## config.mk

```make
export PLATFORM = sky130hd
export DESIGN_NAME = byte_range_tag_queue
export DESIGN_NICKNAME = d
export VERILOG_FILES = /design/src/rtl/brtq_pkg.sv /design/src/rtl/brtq_ram.sv /design/src/rtl/brtq_ctrl.sv /design/src/rtl/byte_range_tag_queue.sv
export SDC_FILE = /design/constraint.sdc
export NUM_CORES = 1
export LEC_CHECK = 0
export ABC_AREA = 1
export BUFFER_PORTS_ARGS = -buffer_cell sky130_fd_sc_hd__buf_2
export CORE_MARGIN = 1.5
export CORE_UTILIZATION = 35
export DETAILED_ROUTE_END_ITERATION = 12
export MAX_ROUTING_LAYER = met4
export PLACE_DENSITY = 0.57
export RECOVER_POWER = 50
export SYNTH_ARGS = -nofsm -noshare
export SYNTH_HDL_FRONTEND = slang
export SYNTH_SLANG_ARGS = --single-unit
```

## constraint.sdc

```tcl
create_clock -name clk -period 7.2 [get_ports clk]
set_input_delay 1.8 -clock clk [delete_from_list [all_inputs] [get_ports clk]]
set_output_delay 1.8 -clock clk [all_outputs]
set_load 0.02 [all_outputs]
```

## src/rtl/brtq_pkg.sv

```systemverilog
// Shared constants, types and helpers of the byte range tag queue.
// No dependencies; used by scoped names from brtq_ctrl, the top level and the checker.
`default_nettype none

package brtq_pkg;

  localparam int QUEUE_DEPTH = 16;
  localparam int IDX_W       = (QUEUE_DEPTH > 1) ? $clog2(QUEUE_DEPTH) : 1;
  localparam int CNT_W       = $clog2(QUEUE_DEPTH + 1);
  localparam int DATA_W      = 32;
  localparam int ECNT_W      = 5;
  localparam int ERR_W       = 2;

  localparam logic CMD_PUSH    = 1'b0;
  localparam logic CMD_CONSUME = 1'b1;

  localparam logic [ERR_W-1:0] ERR_OK        = 2'd0;
  localparam logic [ERR_W-1:0] ERR_FULL      = 2'd1;
  localparam logic [ERR_W-1:0] ERR_UNDERFLOW = 2'd2;
  localparam logic [ERR_W-1:0] ERR_RESERVED  = 2'd3;

  typedef logic [IDX_W-1:0]  idx_t;
  typedef logic [CNT_W-1:0]  cnt_t;
  typedef logic [DATA_W-1:0] word_t;

  typedef struct packed {
    logic  rd_en;
    idx_t  rd_addr;
    logic  len_we;
    logic  tag_we;
    idx_t  wr_addr;
    word_t len_wdata;
    word_t tag_wdata;
  } ram_req_t;

  typedef struct packed {
    logic [ERR_W-1:0]  error_code;
    logic [ECNT_W-1:0] entry_count;
    logic              head_valid;
    word_t             head_tag;
  } result_t;

  function automatic idx_t ring_next(input idx_t idx);
    return (idx == idx_t'(QUEUE_DEPTH - 1)) ? '0 : idx + 1'b1;
  endfunction

  function automatic logic [ECNT_W-1:0] to_entry_count(input cnt_t c);
    logic [CNT_W+ECNT_W-1:0] wide;
    wide = (CNT_W + ECNT_W)'(c);
    return wide[ECNT_W-1:0];
  endfunction

  function automatic result_t make_result(input cnt_t fill, input word_t tag,
                                          input logic [ERR_W-1:0] err);
    result_t r;
    r.head_valid  = (fill != '0);
    r.head_tag    = (fill != '0) ? tag : '0;
    r.entry_count = to_entry_count(fill);
    r.error_code  = err;
    return r;
  endfunction

endpackage

`default_nettype wire

```

## src/rtl/brtq_ram.sv

```systemverilog
// Generic single-write, single-read synchronous RAM with registered read data.
// No dependencies.
`default_nettype none

module brtq_ram #(
  parameter int WIDTH = 32,
  parameter int DEPTH = 16,
  localparam int ADDR_W = (DEPTH > 1) ? $clog2(DEPTH) : 1
) (
  input  wire logic              clk,
  input  wire logic              wr_en,
  input  wire logic [ADDR_W-1:0] wr_addr,
  input  wire logic [WIDTH-1:0]  wr_data,
  input  wire logic              rd_en,
  input  wire logic [ADDR_W-1:0] rd_addr,
  output logic      [WIDTH-1:0]  rd_data
);

  logic [WIDTH-1:0] mem_r [DEPTH];
  logic [WIDTH-1:0] rd_data_r;

  always_ff @(posedge clk) begin
    if (wr_en) begin
      mem_r[wr_addr] <= wr_data;
    end
    if (rd_en) begin
      rd_data_r <= mem_r[rd_addr];
    end
  end

  assign rd_data = rd_data_r;

endmodule

`default_nettype wire

```

## src/rtl/brtq_ctrl.sv

```systemverilog
// Request sequencer of the byte range tag queue: ring pointers, fill count,
// cached head tag and the read-modify-write walk over the length memory.
// Depends on brtq_pkg.
`default_nettype none

module brtq_ctrl (
  input  wire logic              clk,
  input  wire logic              rst_n,
  input  wire logic              in_valid,
  output logic                   in_ready,
  input  wire logic              in_cmd,
  input  wire brtq_pkg::word_t   in_bytes,
  input  wire brtq_pkg::word_t   in_tag,
  input  wire logic              out_free,
  input  wire brtq_pkg::word_t   len_rdata,
  input  wire brtq_pkg::word_t   tag_rdata,
  output brtq_pkg::ram_req_t     ram_req,
  output logic                   res_load,
  output brtq_pkg::result_t      res
);

  localparam logic [2:0] ST_IDLE     = 3'd0;
  localparam logic [2:0] ST_LEN_RD   = 3'd1;
  localparam logic [2:0] ST_LEN_EVAL = 3'd2;
  localparam logic [2:0] ST_TAG_RD   = 3'd3;
  localparam logic [2:0] ST_TAG_CAP  = 3'd4;
  localparam logic [2:0] ST_DONE     = 3'd5;

  logic [2:0]                  state_r, state_nxt;
  brtq_pkg::idx_t              head_r, head_nxt;
  brtq_pkg::idx_t              tail_r, tail_nxt;
  brtq_pkg::cnt_t              fill_r, fill_nxt;
  brtq_pkg::word_t             head_tag_r, head_tag_nxt;
  brtq_pkg::word_t             rem_r, rem_nxt;
  logic [brtq_pkg::ERR_W-1:0]  err_r, err_nxt;

  logic            accept;
  logic            full;
  brtq_pkg::word_t rem_left;
  brtq_pkg::cnt_t  fill_dec;

  assign in_ready = rst_n && (state_r == ST_IDLE) && out_free;
  assign accept   = in_valid && in_ready;
  assign full     = (fill_r == brtq_pkg::cnt_t'(brtq_pkg::QUEUE_DEPTH));
  assign rem_left = rem_r - len_rdata;
  assign fill_dec = fill_r - 1'b1;

  always_comb begin
    state_nxt    = state_r;
    head_nxt     = head_r;
    tail_nxt     = tail_r;
    fill_nxt     = fill_r;
    head_tag_nxt = head_tag_r;
    rem_nxt      = rem_r;
    err_nxt      = err_r;
    res_load     = 1'b0;
    res          = brtq_pkg::make_result(fill_r, head_tag_r, err_r);

    ram_req.rd_en     = 1'b0;
    ram_req.rd_addr   = head_r;
    ram_req.len_we    = 1'b0;
    ram_req.tag_we    = 1'b0;
    ram_req.wr_addr   = tail_r;
    ram_req.len_wdata = in_bytes;
    ram_req.tag_wdata = in_tag;

    case (state_r)
      ST_IDLE: begin
        if (accept) begin
          if (in_cmd == brtq_pkg::CMD_PUSH) begin
            err_nxt = brtq_pkg::ERR_OK;
            if (in_bytes != '0) begin
              if (full) begin
                err_nxt = brtq_pkg::ERR_FULL;
              end else begin
                ram_req.len_we = 1'b1;
                ram_req.tag_we = 1'b1;
                tail_nxt = brtq_pkg::ring_next(tail_r);
                fill_nxt = fill_r + 1'b1;
                if (fill_r == '0) begin
                  head_tag_nxt = in_tag;
                end
              end
            end
            res_load = 1'b1;
            res      = brtq_pkg::make_result(fill_nxt, head_tag_nxt, err_nxt);
          end else if (in_bytes == '0 || fill_r == '0) begin
            // nothing to walk: answer at once
            err_nxt  = (in_bytes != '0) ? brtq_pkg::ERR_UNDERFLOW : brtq_pkg::ERR_OK;
            res_load = 1'b1;
            res      = brtq_pkg::make_result(fill_r, head_tag_r, err_nxt);
          end else begin
            rem_nxt   = in_bytes;
            state_nxt = ST_LEN_RD;
          end
        end
      end
      ST_LEN_RD: begin
        ram_req.rd_en = 1'b1;
        state_nxt     = ST_LEN_EVAL;
      end
      ST_LEN_EVAL: begin
        if (rem_r >= len_rdata) begin
          // retire the head range
          rem_nxt  = rem_left;
          head_nxt = brtq_pkg::ring_next(head_r);
          fill_nxt = fill_dec;
          if (rem_left != '0 && fill_dec != '0) begin
            state_nxt = ST_LEN_RD;
          end else begin
            err_nxt   = (rem_left != '0) ? brtq_pkg::ERR_UNDERFLOW : brtq_pkg::ERR_OK;
            state_nxt = (fill_dec != '0) ? ST_TAG_RD : ST_DONE;
          end
        end else begin
          // shorten the head range and write it back
          ram_req.len_we    = 1'b1;
          ram_req.wr_addr   = head_r;
          ram_req.len_wdata = len_rdata - rem_r;
          rem_nxt           = '0;
          head_tag_nxt      = tag_rdata;
          err_nxt           = brtq_pkg::ERR_OK;
          state_nxt         = ST_DONE;
        end
      end
      ST_TAG_RD: begin
        ram_req.rd_en = 1'b1;
        state_nxt     = ST_TAG_CAP;
      end
      ST_TAG_CAP: begin
        head_tag_nxt = tag_rdata;
        state_nxt    = ST_DONE;
      end
      ST_DONE: begin
        if (out_free) begin
          res_load  = 1'b1;
          state_nxt = ST_IDLE;
        end
      end
      default: begin
        state_nxt = ST_IDLE;
      end
    endcase
  end

  always_ff @(posedge clk) begin
    if (!rst_n) begin
      state_r <= ST_IDLE;
      head_r  <= '0;
      tail_r  <= '0;
      fill_r  <= '0;
      err_r   <= brtq_pkg::ERR_OK;
    end else begin
      state_r <= state_nxt;
      head_r  <= head_nxt;
      tail_r  <= tail_nxt;
      fill_r  <= fill_nxt;
      err_r   <= err_nxt;
    end
  end

  always_ff @(posedge clk) begin
    head_tag_r <= head_tag_nxt;
    rem_r      <= rem_nxt;
  end

endmodule

`default_nettype wire

```

## src/rtl/byte_range_tag_queue.sv

```systemverilog
// Byte range tag queue: a ring of byte ranges, each with a 32-bit tag.
//
// Requests arrive on the in_ stream: in_tuser selects push (0) or consume (1),
// in_tdata carries the byte count and the tag. Every request gives exactly one
// result on the out_ stream: head tag, head valid, entry count, error code.
// Request handling:
//   push, zero-byte consume, consume on an empty queue: result registered in
//   the accept cycle, one request per cycle while the output register is free.
//   consume that walks ranges: for each head range, a read of its length from
//   the length memory, then a retire or a shortening write-back; when the walk
//   stops exactly at the end of a range and ranges remain, a fetch of the new
//   head tag; then the result is presented.
// The length and tag memories have one read and one write port each; the walk
// over the head lengths, one memory read at a time, sets the consume rate.
// Reset clears pointers and fill count at once; no clearing pass follows.
// A stalled receiver holds the result in the output register; every request
// waits until that register is free before it is accepted, and a longer
// consume then runs and waits for it again before it presents its result.
// Depends on brtq_pkg, brtq_ram and brtq_ctrl.
`default_nettype none

module byte_range_tag_queue (
  input  wire logic        clk,
  input  wire logic        rst_n,
  input  wire logic        in_tvalid,
  output logic             in_tready,
  input  wire logic [63:0] in_tdata,   // [31:0] byte_count, [63:32] tag_value
  input  wire logic        in_tuser,   // [0] cmd
  output logic             out_tvalid,
  input  wire logic        out_tready,
  output logic [39:0]      out_tdata   // [31:0] head_tag, [32] head_valid,
                                       // [37:33] entry_count, [39:38] error_code
);

  brtq_pkg::ram_req_t ram_req;
  brtq_pkg::word_t    len_rdata;
  brtq_pkg::word_t    tag_rdata;
  brtq_pkg::result_t  res;
  brtq_pkg::result_t  out_data_r;
  logic               res_load;
  logic               out_valid_r, out_valid_nxt;
  logic               out_free;

  assign out_free = !out_valid_r || out_tready;

  brtq_ram #(
    .WIDTH (brtq_pkg::DATA_W),
    .DEPTH (brtq_pkg::QUEUE_DEPTH)
  ) u_len_ram (
    .clk     (clk),
    .wr_en   (ram_req.len_we),
    .wr_addr (ram_req.wr_addr),
    .wr_data (ram_req.len_wdata),
    .rd_en   (ram_req.rd_en),
    .rd_addr (ram_req.rd_addr),
    .rd_data (len_rdata)
  );

  brtq_ram #(
    .WIDTH (brtq_pkg::DATA_W),
    .DEPTH (brtq_pkg::QUEUE_DEPTH)
  ) u_tag_ram (
    .clk     (clk),
    .wr_en   (ram_req.tag_we),
    .wr_addr (ram_req.wr_addr),
    .wr_data (ram_req.tag_wdata),
    .rd_en   (ram_req.rd_en),
    .rd_addr (ram_req.rd_addr),
    .rd_data (tag_rdata)
  );

  brtq_ctrl u_ctrl (
    .clk       (clk),
    .rst_n     (rst_n),
    .in_valid  (in_tvalid),
    .in_ready  (in_tready),
    .in_cmd    (in_tuser),
    .in_bytes  (in_tdata[31:0]),
    .in_tag    (in_tdata[63:32]),
    .out_free  (out_free),
    .len_rdata (len_rdata),
    .tag_rdata (tag_rdata),
    .ram_req   (ram_req),
    .res_load  (res_load),
    .res       (res)
  );

  always_comb begin
    out_valid_nxt = out_valid_r;
    if (res_load) begin
      out_valid_nxt = 1'b1;
    end else if (out_tready) begin
      out_valid_nxt = 1'b0;
    end
  end

  always_ff @(posedge clk) begin
    if (!rst_n) begin
      out_valid_r <= 1'b0;
    end else begin
      out_valid_r <= out_valid_nxt;
    end
  end

  always_ff @(posedge clk) begin
    if (res_load) begin
      out_data_r <= res;
    end
  end

  assign out_tvalid = out_valid_r;
  assign out_tdata  = out_data_r;

endmodule

`default_nettype wire

```

# ---- After elaboration in Yosys (flattened, before gate mapping)
# Memory sizes are Yosys's and may differ from the RTL's. A register that Yosys moved wholly into a read port is not among the register bits.
# Cells that the tools add are included.
dict set report classes {
  n_bitwise 2
  order_cmp 1
  addsub 6
  eq_ne 17
  n_reduce_logical 26
  muxes 68
}
# operator count
set ops {}
lappend ops {{$mux W32} 12}
lappend ops {{$mux W40} 4}
lappend ops {{$pmux W32 S3} 1}
lappend ops {{$mux W36} 2}
lappend ops {{$pmux W32 S2} 1}
lappend ops {{$reduce_bool A32 Y1} 2}
lappend ops {{$sub A32 B32 Y32} 2}
lappend ops {{$mux W5} 8}
lappend ops {{$ge A32 B32 Y1} 1}
lappend ops {{$logic_not A32 Y1} 1}
lappend ops {{$mux W2} 12}
lappend ops {{$mux W3} 7}
lappend ops {{$reduce_and A4 Y1} 5}
lappend ops {{$pmux W3 S6} 1}
lappend ops {{$reduce_bool A5 Y1} 3}
lappend ops {{$mux W1} 14}
lappend ops {{$pmux W5 S2} 1}
lappend ops {{$add A4 B1 Y4 const B} 2}
lappend ops {{$eq A4 B4 Y1 const B} 2}
lappend ops {{$mux W4} 2}
lappend ops {{$ne A2 B2 Y1 const B} 4}
lappend ops {{$eq A3 B2 Y1 const B} 2}
lappend ops {{$eq A3 B3 Y1 const B} 2}
lappend ops {{$ne A2 B1 Y1 const B} 3}
lappend ops {{18 further kinds} 26}
dict set report totals {
  inputBits 69
  mem_count 2
  mem_bits_rw 1024
  register_bits 123
  wordCells 134
  output_inout_bits 42
}
# memory words width read_ports rd_ports_with_merged_regs wr line
set mem_list {}
lappend mem_list {u_len_ram.mem_r 16 32 1 1 1 brtq_ram.sv:19} ;# logic [WIDTH-1:0] mem_r [DEPTH];
lappend mem_list {u_tag_ram.mem_r 16 32 1 1 1 brtq_ram.sv:19}

# ---- Logic depth before layout (Yosys ltp)
dict set report depth {
  depth_word 11
  mapped_depth 22
  mapped_depth_nobuf 21
}

# ---- By module
# A second synthesis with hierarchy kept.
dict set report hier_totals {
  hier_cells 5891
  hier_area_um2 57570.2
}
# mod area_per_inst_um2 n_inst cells_each seq_area_each_um2
set modules_own_cells {}
lappend modules_own_cells {{brtq_ram (u_len_ram)} 23065.9 1 2122 16335.7}
lappend modules_own_cells {{brtq_ram (u_tag_ram)} 23050.9 1 2120 16335.7}
lappend modules_own_cells {brtq_ctrl 10206.0 1 1603 2282.2}
lappend modules_own_cells {byte_range_tag_queue 1247.4 1 46 1221.2}

# ---- Worst setup path before layout
# OpenSTA, ideal clock, no wires.
dict set report synth_timing {
  path_type {input port to flip-flop}
  from {input port rst_n}
  to {register u_ctrl.head_tag_r[0] (enable)}
  arrival_ps 5572
  cell_stages 7
  required_time_ps 6730
  path_slack_ps 1158
  n_path_buf 1
  setup_time_ps 470
  cell_sequence {inv_1 > nor4_2 > nand2_1 > nor2_1 > inv_1 > clkbuf_1 > a211oi_1}
}
dict set report synth_between {
  elab_chain_cells 5
}
# element line
set synth_rtl {}
lappend synth_rtl {{from (decl)} byte_range_tag_queue.sv:24} ;# input wire logic rst_n,
lappend synth_rtl {{$logic_and A1 B1 Y1 (2 in a row)} brtq_ctrl.sv:42} ;# assign in_ready = rst_n && (state_r == ST_IDLE) && out_free;
lappend synth_rtl {{via in_tready} byte_range_tag_queue.sv:26} ;# output logic in_tready,
lappend synth_rtl {{$logic_and A1 B1 Y1} brtq_ctrl.sv:43} ;# assign accept = in_valid && in_ready;
lappend synth_rtl {{$ne A2 B1 Y1 (no line)} --}
lappend synth_rtl {{$reduce_and A4 Y1 (no line)} --}
lappend synth_rtl {{to (signal assigned)} brtq_ctrl.sv:162} ;# head_tag_r <= head_tag_nxt;
lappend synth_rtl {{to (decl)} brtq_ctrl.sv:33} ;# brtq_pkg::word_t head_tag_r, head_tag_nxt;
# The timed path passes the listed nets, and every way through them passes these cells.
# A chain may end at the register's enable or synchronous reset.

# ---- Worst setup path after layout
dict set report layout_timing {
  from {input port rst_n}
  to {memory u_tag_ram.mem_r[12][24] (enable)}
}
dict set report layout_between {
  elab_chain_cells 7
}
# element line
set layout_rtl {}
lappend layout_rtl {{$logic_and A1 B1 Y1 (2 in a row)} brtq_ctrl.sv:42}
lappend layout_rtl {{$logic_and A1 B1 Y1} brtq_ctrl.sv:43}
lappend layout_rtl {{$mux W2} brtq_ctrl.sv:69} ;# if (accept) begin
lappend layout_rtl {{$mux W1} brtq_ctrl.sv:67} ;# case (state_r)
lappend layout_rtl {{$mux W1} brtq_ram.sv:23} ;# if (wr_en) begin
lappend layout_rtl {{$mux W1 (not written as such)} brtq_ram.sv:24} ;# mem_r[wr_addr] <= wr_data;
lappend layout_rtl {{to (decl)} brtq_ram.sv:19}
# Every way passes these cells.

==> run summary <==
Crit. End Element - flip-flop
CP Launch Type - input port
Final clock skew - 0.05758 ns
Power density over the cells - 361.3 nW/µm²
Port Buffers - 110
Area growth syn-to-layout - 12.66%
Crit path top cell by count - inv_1
CTS Root Cell - clkbuf_16
Max IR drop VDD - 0.2495 mV
DR iter-0 viols - 3353
R2r endpoint - u_len_ram.mem_r[7][4]
Worst-path fanout max - 32
Post-synthesis mux area share - 0.006728
Cells on worst reg2reg path - 17
DRT Wirelength - 148000 µm
Rows - 141
Fin. Hold Viols - 0
Fin util - 0.3977
Number of global-route vias before repair - 34000
Die span in x - 389.4 µm
Max stage delay on crit path - 1.00 ns
H-tree Lvls - 3
Post-CTS setup repair buffer count - 0
Layout cells sized above 1 - 0.07289
Crit path DAT - 6.29 ns
Top Family by Delay on Critical Path - simple AND/OR/NAND/NOR gates
Setup Total Neg Slack - 0 ns
RePlAce Congestion - 0.9903
CP Buf/Inv Count - 5
Synth Area in XOR/XNOR - 0.005196
Crit Path Category - input port to flip-flop
Adder-Cell Fraction of Synth Area - 0.01753
Post-synthesis simple-gate area fraction - 0.1223
Slowest-stage cell, CP - nor2_4
Die ar. - 151600 µm²
Area used by multi-input combinational logic - 14260 µm²
Drt pass-1 iters - 6
Dpl hpwl - 89900 µm
Clk buf depth - 3
Max Slew Vio Count - 326
Max-Cap Viols - 6
Largest family of logic cells by synthesized area - simple AND/OR/NAND/NOR gates
Tcrit/Tclk final - 0.8227
First-pass GRT wire length - 218300 µm
Dominant cells by area after synthesis - edfxtp_1 (68%), o21ai_0 (6.2%), nand2_1 (5.0%)
Slew margin rel. - -2.113
Synth area leader - edfxtp_1
Total core area - 148000 µm²
Total power - 21.27 mW
Hold crit path type - flip-flop to flip-flop
Number of fill cells in the layout - 14080
Drt wl/cell - 22.33 µm
Synth warn - 0
Via Count - 35120
Fmax - 168.8 MHz
Worst Hold Path EP - u_ctrl.tail_r[2]
Tmin final - 5.923 ns
R2r setup slk - 1.34 ns
CP Data Required Time - 7.56 ns
Top-area cell type share of the netlist area - 0.6850
Final net count - 4729
Clock transition at the registers of the reported paths - 0.06 ns
Outcome - finished, violations left
Die Ht - 389.4 µm
Worst r2r src - u_ctrl.rem_r[0]
Placed instance count - 6397
CTS buffer count - 119
Yosys cell types - 51
Vias per cell - 5.297
Hold buffers post-CTS - 0
Top-level I/O count - 111
#FFs+latches synth - 1211
Routed Antenna Nets - 0
Failing checks - max-capacitance violations, max-slew violations
Reg area - 36190 µm²
Worst hold stages - 2
RSZ-0062 raised after global routing - no
Critical-path cell list - clkbuf_1, inv_1, nor4_2, nand2_1, nor2_2, inv_1, nor2_1, inv_1, buf_4, nor2_4
Final std cells w/o fill - 6630
Sequential element share of the synthesized area - 0.6922
Initial Util - 0.3531
Cts repair resizes - 0
Slew @ Worst Pin - 4.669 ns
Clock Sinks - 1211
Hold Startpoint - u_ctrl.tail_r[2]
Synthesized Nets - 4672
Leakage - 20.36 nW
Post-synthesis compound-gate area fraction - 0.1160
Drt drc - 0
Syn avg cell area - 11.53 µm²
Cells after Synth - 4531
CTS tree - done
Final setup violation count - 0
Antenna violations before repair - 10
Clk_lat worst skew - 0.77 ns
Largest net degree at the start of global routing - 214
GRT Resource Usage Total - 0.1967
Syn Std Cell Area - 52260 µm²
GRT Residual Overflow - 0
-- per-layer routing --
metal	vias up	global-route usage	part of all wire
li1	16350	-	-
met1	17510	0.2589	0.44
met2	1033	0.3200	0.48
met3	224	0.02220	0.053
met4	0	0.06044	0.028
met5	-	-	0
-- cells in the mapped netlist, drive strengths merged --
cell type,number
edfxtp,1192
nand2,706
nor2,663
o21ai,651
inv,296
clkbuf,210
nand3,168
o22ai,158
o221ai,106
a21oi,83
ha,70
buf,37
xor2,29
o211ai,27
mux2,25
dfxtp,19
nand4,18
nor4,9
nor3,8
or2,8
mux2i,7
o21bai,6
a211oi,4
clkinv,4
o21a,4
a21boi,3
a22o,3
o31ai,3
a21o,2
a221oi,2
fa,2
nand3b,2
xnor2,2
a2bb2oi,1
a41oi,1
nor3b,1
o2111ai,1
-- through the flow --
stage                     worst slack (ns)  hold slack (ns)  instance area (µm²)
after floorplan                      1.158           0.4524                52260
after detailed placement             1.345           0.4873                55190
after CTS                            2.153           0.4980                59120
final                                1.277           0.5023                58870
after global placement               1.445           0.4750                55190
after global routing                0.9718           0.5282                58870
-- cell usage in the layout, fill, tap and decap left out, drive strengths merged, types with 2 or more instances in the layout --
| cell | instances |
|---|---|
| a211oi | 4 |
| a21boi | 3 |
| a21o | 2 |
| a21oi | 83 |
| a221oi | 2 |
| a22o | 3 |
| buf | 75 |
| bufinv | 12 |
| clkbuf | 256 |
| clkinv | 63 |
| clkinvlp | 3 |
| dfxtp | 19 |
| diode | 8 |
| edfxtp | 1192 |
| fa | 2 |
| ha | 70 |
| inv | 299 |
| mux2 | 25 |
| mux2i | 7 |
| nand2 | 706 |
| nand3 | 168 |
| nand3b | 2 |
| nand4 | 18 |
| nor2 | 663 |
| nor3 | 8 |
| nor4 | 9 |
| o211ai | 27 |
| o21a | 4 |
| o21ai | 651 |
| o21bai | 6 |
| o221ai | 106 |
| o22ai | 158 |
| o31ai | 3 |
| or2 | 8 |
| xnor2 | 2 |
| xor2 | 29 |
-- worst reg2reg max path, delay by kind of cell, from the launching register on --
kind	cells	cell delay [ns]
buffers and inverters	5	2.53
and+or+nand+nor	8	1.45
adders and majority gates	2	0.59
AOI/OAI and AO/OA	2	0.54
DFF	1	0.39
-- report_power, final --
part	switching, mW	leakage, nW	internal, mW
registers	0.269	10.9	8.68
logic	4.42	7.53	1.65
clock network	2.75	1.91	3.51
-- final cells by class --
class,count,area share
clock buffer,148,0.05260
antenna,8,0.0003400
clock inverter,77,0.01403
sequential,1211,0.6146
inverter,300,0.01938
multi-input combinational,2773,0.2422
timing repair buffer,183,0.01581
tap,1930,0.04102
-- state kept, by name, summed over array words and instances, names as in the netlist --
name / cells
u_ctrl.head_r: 4
u_len_ram.rd_data: 32
u_ctrl.head_tag_r: 32
u_len_ram.mem_r: 512
out_tvalid: 1
u_ctrl.fill_r: 5
u_ctrl.err_r: 2
u_tag_ram.mem_r: 512
u_ctrl.rem_r: 32
u_tag_ram.rd_data: 32
out_tdata: 40
u_ctrl.tail_r: 4
u_ctrl.state_r: 3
-- worst max-delay path by stage --
stage / from / end / slack (ns) / depth (start not counted)
finish: rst_n / u_tag_ram.mem_r[12][24] / 1.28 / 10
detailed placement: rst_n / u_tag_ram.mem_r[12][29] / 1.35 / 10
CTS: rst_n / u_tag_ram.mem_r[12][18] / 2.15 / 10
floorplan: rst_n / u_ctrl.head_tag_r[0] / 1.16 / 7
global route: u_ctrl.rem_r[0] / u_len_ram.mem_r[3][6] / 0.97 / 17
global placement: rst_n / u_tag_ram.mem_r[12][29] / 1.45 / 10
-- kinds of logic after synthesis --
group | Yosys count
compound gates | 1055
xor+xnor | 31
fa+ha+maj | 72
buf+inv | 547
flops | 1211
mux | 32
simple gates | 1583
No activity file was read; power rests on OpenSTA's default activity.
